===== src/rtl/cbm_pkg.sv =====
// Shared types and codes for the corridor breach monitor.
// No dependencies; used by every module of the block.
`timescale 1ns / 1ps
`default_nettype none

package cbm_pkg;

    localparam int MarginW  = 32;
    localparam int TimeW    = 32;
    localparam int ThreshW  = 31;
    localparam int CfgAddrW = 2;
    localparam int CfgDataW = 32;

    // Register indexes of the configuration port
    localparam logic [CfgAddrW-1:0] REG_CORRIDOR_LOADED = 2'd0;
    localparam logic [CfgAddrW-1:0] REG_WARN_MARGIN     = 2'd1;
    localparam logic [CfgAddrW-1:0] REG_CLEAR_MARGIN    = 2'd2;
    localparam logic [CfgAddrW-1:0] REG_BREACH_HOLD     = 2'd3;

    // Reported corridor state
    typedef enum logic [1:0] {
        ST_UNKNOWN = 2'd0,
        ST_INSIDE  = 2'd1,
        ST_WARNING = 2'd2,
        ST_BREACH  = 2'd3
    } corridor_state_t;

    typedef struct packed {
        logic               corridor_loaded;
        logic [ThreshW-1:0] warn_margin_mm;
        logic [ThreshW-1:0] clear_margin_mm;
        logic [TimeW-1:0]   breach_hold_ms;
    } cfg_t;

    typedef struct packed {
        logic signed [MarginW-1:0] margin_mm;
        logic                      margin_valid;
        logic [TimeW-1:0]          now_ms;
    } sample_t;

    typedef struct packed {
        corridor_state_t           corridor_state;
        logic signed [MarginW-1:0] margin_echo_mm;
        logic                      breach_entered;
        logic                      breach_cleared;
    } result_t;

endpackage

`default_nettype wire


===== src/rtl/cbm_cfg_regs.sv =====
// Configuration register file of the corridor breach monitor.
// Depends on cbm_pkg for the register indexes and the cfg_t bundle.
`timescale 1ns / 1ps
`default_nettype none

module cbm_cfg_regs (
    input  wire                                aclk,
    input  wire                                aresetn,
    input  wire                                cfg_we,
    input  wire  [cbm_pkg::CfgAddrW-1:0]       cfg_addr,
    input  wire  [cbm_pkg::CfgDataW-1:0]       cfg_wdata,
    output cbm_pkg::cfg_t                      cfg
);

    cbm_pkg::cfg_t cfg_reg;

    always_ff @(posedge aclk) begin
        if (!aresetn) begin
            cfg_reg.corridor_loaded <= 1'b0;
            cfg_reg.warn_margin_mm  <= cbm_pkg::ThreshW'(20000);
            cfg_reg.clear_margin_mm <= cbm_pkg::ThreshW'(30000);
            cfg_reg.breach_hold_ms  <= cbm_pkg::TimeW'(1000);
        end else if (cfg_we) begin
            case (cfg_addr)
                cbm_pkg::REG_CORRIDOR_LOADED: begin
                    cfg_reg.corridor_loaded <= cfg_wdata[0];
                end
                cbm_pkg::REG_WARN_MARGIN: begin
                    cfg_reg.warn_margin_mm <= cfg_wdata[cbm_pkg::ThreshW-1:0];
                end
                cbm_pkg::REG_CLEAR_MARGIN: begin
                    cfg_reg.clear_margin_mm <= cfg_wdata[cbm_pkg::ThreshW-1:0];
                end
                cbm_pkg::REG_BREACH_HOLD: begin
                    cfg_reg.breach_hold_ms <= cfg_wdata[cbm_pkg::TimeW-1:0];
                end
                default: begin
                end
            endcase
        end
    end

    assign cfg = cfg_reg;

endmodule

`default_nettype wire


===== src/rtl/cbm_classify.sv =====
// Per-sample classification and the tracking state it carries between samples.
// Depends on cbm_pkg for cfg_t, sample_t, result_t and the state codes.
`timescale 1ns / 1ps
`default_nettype none

module cbm_classify (
    input  wire                  aclk,
    input  wire                  aresetn,
    input  wire                  step,
    input  cbm_pkg::cfg_t        cfg,
    input  cbm_pkg::sample_t     sample,
    output cbm_pkg::result_t     res
);

    cbm_pkg::corridor_state_t        current_state_reg, current_state_next;
    logic                            breach_pending_reg, breach_pending_next;
    logic [cbm_pkg::TimeW-1:0]       first_outside_time_reg, first_outside_time_next;
    logic                            breach_seen_reg, breach_seen_next;

    logic                            unknown;
    logic                            outside;
    logic [cbm_pkg::TimeW-1:0]       held;
    logic signed [cbm_pkg::MarginW-1:0] warn_s;
    logic signed [cbm_pkg::MarginW-1:0] clear_s;
    cbm_pkg::corridor_state_t        desired;
    logic                            jb;
    logic                            jc;

    assign unknown = !cfg.corridor_loaded || !sample.margin_valid;
    assign outside = sample.margin_mm[cbm_pkg::MarginW-1];
    assign warn_s  = $signed({1'b0, cfg.warn_margin_mm});
    assign clear_s = $signed({1'b0, cfg.clear_margin_mm});

    always_comb begin
        breach_pending_next     = breach_pending_reg;
        first_outside_time_next = first_outside_time_reg;
        desired                 = cbm_pkg::ST_UNKNOWN;
        held                    = '0;
        if (!unknown) begin
            if (outside) begin
                breach_pending_next = 1'b1;
                if (!breach_pending_reg) begin
                    first_outside_time_next = sample.now_ms;
                end
                // wraps mod 2^32
                held = sample.now_ms - first_outside_time_next;
                if (held >= cfg.breach_hold_ms) begin
                    desired = cbm_pkg::ST_BREACH;
                end else if (current_state_reg == cbm_pkg::ST_UNKNOWN) begin
                    desired = cbm_pkg::ST_WARNING;
                end else begin
                    desired = current_state_reg;
                end
            end else begin
                breach_pending_next = 1'b0;
                if (current_state_reg == cbm_pkg::ST_BREACH) begin
                    desired = (sample.margin_mm >= clear_s) ? cbm_pkg::ST_INSIDE
                                                            : cbm_pkg::ST_WARNING;
                end else if (sample.margin_mm < warn_s) begin
                    desired = cbm_pkg::ST_WARNING;
                end else begin
                    desired = cbm_pkg::ST_INSIDE;
                end
            end
        end
    end

    assign jb = !unknown && (current_state_reg != cbm_pkg::ST_BREACH)
                && (desired == cbm_pkg::ST_BREACH);
    assign jc = !unknown && (breach_seen_reg || desired == cbm_pkg::ST_BREACH)
                && (desired == cbm_pkg::ST_INSIDE);

    always_comb begin
        breach_seen_next = breach_seen_reg;
        if (!unknown) begin
            if (desired == cbm_pkg::ST_BREACH) begin
                breach_seen_next = 1'b1;
            end else if (jc) begin
                breach_seen_next = 1'b0;
            end
        end
    end

    assign current_state_next = desired;

    always_comb begin
        res.corridor_state = desired;
        res.margin_echo_mm = unknown ? '0 : sample.margin_mm;
        res.breach_entered = jb;
        res.breach_cleared = jc;
    end

    always_ff @(posedge aclk) begin
        if (!aresetn) begin
            current_state_reg      <= cbm_pkg::ST_UNKNOWN;
            breach_pending_reg     <= 1'b0;
            first_outside_time_reg <= '0;
            breach_seen_reg        <= 1'b0;
        end else if (step) begin
            current_state_reg      <= current_state_next;
            breach_pending_reg     <= breach_pending_next;
            first_outside_time_reg <= first_outside_time_next;
            breach_seen_reg        <= breach_seen_next;
        end
    end

`ifndef NO_ASSERTIONS
    a_jb_is_breach: assert property (@(posedge aclk) disable iff (!aresetn)
        step && jb |-> desired == cbm_pkg::ST_BREACH)
        else $error("breach entry flagged without breach state");

    a_jc_needs_seen: assert property (@(posedge aclk) disable iff (!aresetn)
        step && jc |-> breach_seen_reg && desired == cbm_pkg::ST_INSIDE)
        else $error("breach clear flagged without a prior breach");

    a_unknown_state: assert property (@(posedge aclk) disable iff (!aresetn)
        step && unknown |=> current_state_reg == cbm_pkg::ST_UNKNOWN
                            && $stable(breach_pending_reg) && $stable(breach_seen_reg))
        else $error("unknown sample disturbed tracking state");

    a_breach_marks_seen: assert property (@(posedge aclk) disable iff (!aresetn)
        step && !unknown && desired == cbm_pkg::ST_BREACH |=> breach_seen_reg)
        else $error("breach not recorded");

    a_outside_pending: assert property (@(posedge aclk) disable iff (!aresetn)
        step && !unknown && outside |=> breach_pending_reg)
        else $error("outside run not timed");
`endif

endmodule

`default_nettype wire


===== src/rtl/corridor_breach_monitor.sv =====
// Top level of the corridor breach monitor: stream ports, input and result registers.
// Depends on cbm_pkg, cbm_cfg_regs and cbm_classify.
`timescale 1ns / 1ps
`default_nettype none

// Usage
//   Slave channel s_*: one position sample per beat. s_tdata carries margin_mm
//   (signed, bits 31:0) and now_ms (bits 63:32); s_tuser carries margin_valid.
//   Master channel m_*: one result per sample. m_tdata is margin_echo_mm;
//   m_tuser holds corridor_state, breach_entered and breach_cleared.
//   Config port: cfg_we/cfg_addr/cfg_wdata write one register per cycle;
//   write only while no sample is in flight.
// Path: a sample accepted into the input register is classified combinationally
//   and its result is written to the result register that drives m_*.
// Throughput: one sample per cycle while m_tready is high. The rate is set by the single compare-
//   and-select step that reads and updates the tracking state for each sample.
// Stall: when m_tready is low the result register holds its beat; the input
//   register still takes one more sample, then s_tready drops until the
//   result is taken.
// Reset (aresetn low, synchronous): both pipeline registers empty, tracking
//   state back to unknown, configuration back to its defaults.
module corridor_breach_monitor (
    input  wire                             aclk,
    input  wire                             aresetn,
    // slave channel
    input  wire                             s_tvalid,
    output logic                            s_tready,
    input  wire  [63:0]                     s_tdata,   // margin_mm[31:0], now_ms[63:32]
    input  wire  [0:0]                      s_tuser,   // margin_valid[0]
    // master channel
    output logic                            m_tvalid,
    input  wire                             m_tready,
    output logic [31:0]                     m_tdata,   // margin_echo_mm[31:0]
    output logic [3:0]                      m_tuser,   // corridor_state[1:0],
                                                       // breach_entered[2], breach_cleared[3]
    // configuration writes
    input  wire                             cfg_we,
    input  wire  [cbm_pkg::CfgAddrW-1:0]    cfg_addr,
    input  wire  [cbm_pkg::CfgDataW-1:0]    cfg_wdata
);

    cbm_pkg::cfg_t     cfg;
    cbm_pkg::sample_t  in_reg;
    logic              in_valid_reg;
    cbm_pkg::result_t  res_next;
    cbm_pkg::result_t  out_reg;
    logic              out_valid_reg;
    logic              step;

    // Classify stage moves when it holds a sample and the result slot frees up.
    assign step     = in_valid_reg && (!out_valid_reg || m_tready);
    assign s_tready = !in_valid_reg || step;

    cbm_cfg_regs u_cfg (
        .aclk      (aclk),
        .aresetn   (aresetn),
        .cfg_we    (cfg_we),
        .cfg_addr  (cfg_addr),
        .cfg_wdata (cfg_wdata),
        .cfg       (cfg)
    );

    cbm_classify u_classify (
        .aclk    (aclk),
        .aresetn (aresetn),
        .step    (step),
        .cfg     (cfg),
        .sample  (in_reg),
        .res     (res_next)
    );

    // Input register
    always_ff @(posedge aclk) begin
        if (!aresetn) begin
            in_valid_reg <= 1'b0;
        end else if (s_tready) begin
            in_valid_reg <= s_tvalid;
        end
    end

    always_ff @(posedge aclk) begin
        if (s_tvalid && s_tready) begin
            in_reg.margin_mm    <= $signed(s_tdata[31:0]);
            in_reg.now_ms       <= s_tdata[63:32];
            in_reg.margin_valid <= s_tuser[0];
        end
    end

    // Result register
    always_ff @(posedge aclk) begin
        if (!aresetn) begin
            out_valid_reg <= 1'b0;
        end else if (step) begin
            out_valid_reg <= 1'b1;
        end else if (m_tready) begin
            out_valid_reg <= 1'b0;
        end
    end

    always_ff @(posedge aclk) begin
        if (step) begin
            out_reg <= res_next;
        end
    end

    assign m_tvalid = out_valid_reg;
    assign m_tdata  = out_reg.margin_echo_mm;
    assign m_tuser  = {out_reg.breach_cleared, out_reg.breach_entered, out_reg.corridor_state};

`ifndef NO_ASSERTIONS
    a_no_overwrite: assert property (@(posedge aclk) disable iff (!aresetn)
        out_valid_reg && !m_tready |-> !step)
        else $error("result overwritten while stalled");

    a_step_fills_out: assert property (@(posedge aclk) disable iff (!aresetn)
        step |=> out_valid_reg)
        else $error("classified beat lost");

    a_ready_when_empty: assert property (@(posedge aclk) disable iff (!aresetn)
        !in_valid_reg |-> s_tready)
        else $error("input blocked while empty");
`endif

endmodule

`default_nettype wire

===== config.mk =====
export PLATFORM = sky130hd
export DESIGN_NAME = corridor_breach_monitor
export DESIGN_NICKNAME = d
export VERILOG_FILES = /design/src/rtl/cbm_pkg.sv /design/src/rtl/cbm_cfg_regs.sv /design/src/rtl/cbm_classify.sv /design/src/rtl/corridor_breach_monitor.sv
export SDC_FILE = /design/constraint.sdc
export NUM_CORES = 1
export LEC_CHECK = 0
export BUFFER_PORTS_ARGS = -buffer_cell sky130_fd_sc_hd__buf_2
export CAP_MARGIN = 20
export CORE_MARGIN = 2
export CORE_UTILIZATION = 45
export CTS_BUF_LIST = sky130_fd_sc_hd__clkbuf_16
export DETAILED_ROUTE_END_ITERATION = 10
export GPL_TIMING_DRIVEN = 0
export HOLD_SLACK_MARGIN = 0.15
export PLACE_DENSITY = 0.66
export SLEW_MARGIN = 30
export SYNTH_ARGS = -nofsm -noshare
export SYNTH_HDL_FRONTEND = slang
export SYNTH_HIERARCHICAL = 1
export SYNTH_SLANG_ARGS = --single-unit
export TNS_END_PERCENT = 50

===== constraint.sdc =====
create_clock -name aclk -period 11.8 [get_ports aclk]
set_input_delay 1.18 -clock aclk [delete_from_list [all_inputs] [get_ports aclk]]
set_output_delay 1.18 -clock aclk [all_outputs]
set_load 0.01 [all_outputs]

# Word level (Yosys, flattened, before mapping)
# Index checks and enable logic that the tools add are counted.
dict set report op_classes {
  magnitude_cmp 3
  mux 15
  n_bitwise 1
  n_addsub 1
  eq_ne 7
  n_reduce_logical 26
}
# cell count
set op_table {}
lappend op_table {{2-to-1 mux 32 bit} 3}
lappend op_table {{greater-or-equal comparator 32 bit} 2}
lappend op_table {{less-than comparator 32 bit} 1}
lappend op_table {{subtractor 32 bit} 1}
lappend op_table {{2-to-1 mux 2 bit} 7}
lappend op_table {{AND reduction 2 bit} 5}
lappend op_table {{equality test 2 bit, second input constant} 4}
lappend op_table {{logical AND 1 bit} 6}
lappend op_table {{AND reduction 3 bit} 2}
lappend op_table {{zero test 1 bit} 5}
lappend op_table {{2-to-1 mux 1 bit} 5}
lappend op_table {{equality test 2 x 1 -> 1 bit, second input constant} 2}
lappend op_table {{zero test 2 bit} 2}
lappend op_table {{logical OR 1 bit} 4}
lappend op_table {{nonzero test 2 bit} 2}
lappend op_table {{inequality test 2 bit, second input constant} 1}
lappend op_table {{NOT 1 bit} 1}
dict set report word_totals {
  input_bits 104
  output_inout_bits 38
  regBits 234
}

# Longest topological paths before layout
dict set report logic_depth {
  word_depth 14
  depth_mapped 24
}

# By module
# Netlist, hierarchy kept.
# mod cells_per_inst area_each_um2 n_inst
set by_module_without_submodules {}
lappend by_module_without_submodules {cbm_classify 778 5919.4 1}
lappend by_module_without_submodules {cbm_cfg_regs 362 3668.5 1}
lappend by_module_without_submodules {corridor_breach_monitor 110 3136.8 1}

# Worst setup path before layout
# No wires, ideal clock.
dict set report synth_path {
  kind {reg2reg}
  start {register u_classify.breach_pending_reg}
  end {register out_reg, in the netlist m_tuser[3] (data pin)}
  stages_incl_launch_ff 22
  setup_slack_ps 6638
  path_buffers 3
  t_arrival_ps 4911
  path_cell_list {dfxtp_1 clkbuf_1 clkbuf_1 mux2i_1 fa_1 a211oi_1 o21a_1 nor3_1 nor2_1 o21ai_1 o41ai_2 o31ai_1 xor2_1 ha_1 nand4_1 nor4_1 nor4b_1 a211oi_2 and4b_1 a211oi_4 a211oi_1 buf_4}
}
# item line_no
set synth_lines {}
lappend synth_lines {{start, declared} cbm_classify.sv:16} ;# logic breach_pending_reg, breach_pending_next;
lappend synth_lines {{start signal, assigned} cbm_classify.sv:101} ;# breach_pending_reg <= breach_pending_next;
lappend synth_lines {{end signal, assigned} corridor_breach_monitor.sv:102} ;# out_reg <= res_next;
lappend synth_lines {{end, declared} corridor_breach_monitor.sv:46} ;# cbm_pkg::result_t out_reg;

==> summary by stage <==
Placed design
The placer congestion estimate is 0.924. The count of buffers added on input and output ports is 141. OpenSTA, run right after detailed placement, puts the worst setup slack at 5.48 ns.

Detailed placement ended at an HPWL of 23.4 mm.

Finish
In the final layout, the share of cells above drive strength 1 is 0.156. From synthesis to final layout, the design area changed by 17.1%. The library cells used most frequently in the layout, excluding fill and tap cells, are sky130_fd_sc_hd__nand2_1 (180), sky130_fd_sc_hd__buf_2 (153), sky130_fd_sc_hd__dfxtp_1 (133), sky130_fd_sc_hd__ha_1 (125), sky130_fd_sc_hd__mux2i_1 (120). The filler cells instantiated in the layout total 2,553. For this run, the post-layout net count is 1,653. The library cell used most frequently in the layout, excluding fill and tap cells, is sky130_fd_sc_hd__nand2_1. The flip-flop count of the largest register after layout is 95.

Setup path
The largest fanout on the critical path is 10. The data arrival time of the critical path is 6.71 ns. The buffer and inverter count on the worst path is 3. In this run the register-to-register setup slack is 5.38 ns. In this run the critical register-to-register path is captured at m_tuser[3]. The worst register-to-register path begins at u_classify/breach_pending_reg. The critical path endpoint category is a flop.

Grouping stages by cell kind, the critical path spends the most delay in compound AO/OA/AOI/OAI gates. The source of the critical timing path is u_classify/breach_pending_reg. The worst setup path is launched from a flop. The slowest cell on the critical path is sky130_fd_sc_hd__clkbuf_1. The number of cells on the worst reg-to-reg path is 21. STA puts the critical path data required time at 12.09 ns. The largest stage delay on the critical path is 0.63 ns. Traced cell by cell, the critical path runs through clkbuf_1 -> clkbuf_1 -> mux2i_1 -> fa_1 -> a211oi_1 -> o21a_1 -> nor3_1 -> nor2_1 -> o21ai_1 -> o41ai_2 -> o31ai_1 -> xor2_1 -> ha_1 -> nand4_1 -> nor4_1 -> nor4b_1 -> a211oi_2 -> and4b_1 -> a211oi_4 -> a211oi_1 -> buf_4.

The category of the most critical setup path is reg2reg.

Route
In this run, the number of DRC markers left after iteration 0 of detailed routing was 638. The detail route stage leaves a number of antenna-violating nets equal to 0. Wires add up to 30.7 mm.

The count of unresolved DRC violations after routing is 0. The number of vias per cell after detailed routing is 5.28. The first detailed-routing pass took 5 iterations.

The average wire length per cell after detail routing is 16.8 µm. The routed layout has 9,619 vias.

Run
Max-cap violations in this run came to 0.

Logic synthesis
For this run, asynchronously set or reset flops after synthesis account for 0. The post-synthesis cell type with the largest combined area is sky130_fd_sc_hd__edfxtp_1. The flip-flop and latch count after synthesis is 234. The sequential-to-total area share from yosys stat is 0.448. For this run, the leading register cell type out of synthesis is sky130_fd_sc_hd__dfxtp_1. The area share of the leading cell type in the synthesized netlist is 0.238.

The post-synthesis net count is 1,480. The cell count after synthesis is 1,250. The post-synthesis cell area is 12,700 µm². A synthesized cell averages 10.2 µm². The number of different library cells in the post-synthesis netlist is 67. By area the synthesized netlist is led by sky130_fd_sc_hd__edfxtp_1 (24%), sky130_fd_sc_hd__dfxtp_1 (21%), sky130_fd_sc_hd__ha_1 (12%), sky130_fd_sc_hd__mux2i_1 (9.4%), sky130_fd_sc_hd__nand2_1 (5.3%). The yosys synthesis warning count is 6. The synthesized design contains 101 enable-type register cells.

Power and ir drop
The static leakage power is 0.00673 µW. IR analysis of the VDD net gives a maximum drop of 135 µV. The power density over the cells is 136 nW/µm².

Clock tree
The number of instances resized during post-cts repair is 0. After clock tree synthesis, the setup repair step added 0 buffers. The clock root buffer is sky130_fd_sc_hd__clkbuf_16. After clock tree synthesis, the clock-pin slew on the worst setup and hold paths is 0.06 ns. TritonCTS built the clock tree. The clock passes through at most 3 buffers. The clock network latency to the later pin of the worst-skew pair is 0.56 ns. Clock tree synthesis found a total of 234 sinks. After clock tree synthesis, the flow added hold-fix buffers numbering 0. In this run the number of H-tree levels came out at 1. The CTS buffer count is 26.

Hold path
The hold path depth is 2. The worst hold path begins at u_cfg/cfg[31]. The endpoint of the worst hold path is u_cfg/cfg[31].

The classification of the worst-slack hold path is reg2reg.

Die
The die is 172 µm wide. The total core area is 27,800 µm². The die footprint is 29,600 µm².

The overall die height is 172 µm. The initial utilization of the core area, before any placement, comes to 0.458. The floorplan has 61 rows.

142 I/O pins were placed.

Global routing
The number of antenna violations at the first check in global routing came to 3. The number of global-route vias before repair came to 9,021. The leftover overflow at the end of global routing is 0. The wire length of the first global-routing pass is 47.5 mm. The global routing usage summed across all routing layers is 0.206. The largest net degree at the start of global routing is 26.

Timing
Based on the critical path, the design can be clocked at up to 156 MHz. The relative slew slack is 0.335. The final count of hold timing violations is 0.

The accumulated negative setup slack is 0 ns. Setup slack closes at 5.38 ns. The worst hold margin is 0.456 ns.

The largest clock skew in the final design is 0.0358 ns. The part of the cycle the worst path needs is 0.544. Subtracting the final worst setup slack from the clock period gives 6.42 ns. The max-slew violation total from the final report is 0. Setup repair after global routing left no endpoint under its margin. The measured slew at the worst slew-check pin is 0.988 ns. Setup violations remaining at the end of the flow were counted as 0.

Outcome
The run finished with clean final reports.
kinds of logic after synthesis:
family                     after synthesis  share of synthesized area
adders and majority gates              126                      0.124
buffers and inverters                  169                     0.0572
DFF                                    234                      0.448
xor gates and xnor gates                25                     0.0172
and+or+nand+nor                        369                      0.142
AOI/OAI and AO/OA                      207                      0.117
muxes                                  120                     0.0944
worst reg2reg max path: cells and delay by family (launching register included):
kind,cells,cell delay (ns)
buf+inv,3,1.16
fa+ha+maj,2,0.83
xor+xnor,1,0.18
flops,1,0.30
mux,1,0.27
compound gates,8,2.00
simple gates,6,1.44
layer usage:
metal | up-vias | GRT usage | part of all wire
li1 | 4803 | - | -
met1 | 4558 | 0.287 | 0.47
met2 | 212 | 0.334 | 0.46
met3 | 44 | 0.0288 | 0.052
met4 | 2 | 0.0596 | 0.024
met5 | - | 0 | 0.00039
cell type report:
cell class                      instances  area [µm²]  share of cell area
Clock inverter                         22         235              0.0158
Buffer                                 55         300              0.0202
Tap cell                              378         473              0.0317
Antenna cell                            2        5.00            0.000336
Timing Repair Buffer                  145         791              0.0531
Multi-Input combinational cell        847        6320               0.424
Inverter                              114         428              0.0287
Clock buffer                           26         651              0.0437
Sequential cell                       234        5700               0.382
worst max path at each step:
stage | end | cells after the start | slack [ns]
floorplan | m_tuser[3] | 21 | 6.64
global placement | in_reg[31] | 3 | 4.93
detailed placement | m_tuser[3] | 21 | 5.48
CTS | m_tuser[3] | 21 | 5.44
global route | m_tuser[3] | 21 | 4.81
finish | m_tuser[3] | 21 | 5.38
synth_stat cells, drive strengths merged (18+ instances only):
master,instances
o211a,31
ha,125
a21oi,61
xnor2,18
nand2,180
and3,35
clkbuf,28
o21ai,34
edfxtp,101
buf,27
mux2i,120
inv,114
nor2b,30
nor2,38
dfxtp,133
report_power, final:
| group | internal, µW | leakage (µW) | switching, µW | total, µW |
|---|---|---|---|---|
| sequential | 878 | 0.00205 | 19.8 | 898 |
| combinational | 128 | 0.00425 | 174 | 303 |
| clock | 491 | 0.000425 | 338 | 829 |
through the flow:
step / std cells / total power [µW] / util / cell area (µm²)
after CTS: 1821 / 2050 / 0.536 / 14900
after global placement: 1769 / 1210 / 0.500 / 13900
after floorplan: 1250 / 1120 / - / 12700
after global routing: 1823 / 2130 / 0.536 / 14900
after detailed placement: 1773 / 1220 / 0.504 / 14000
final: 1823 / 2030 / 0.536 / 14900
(Power assumes the default switching activity.)
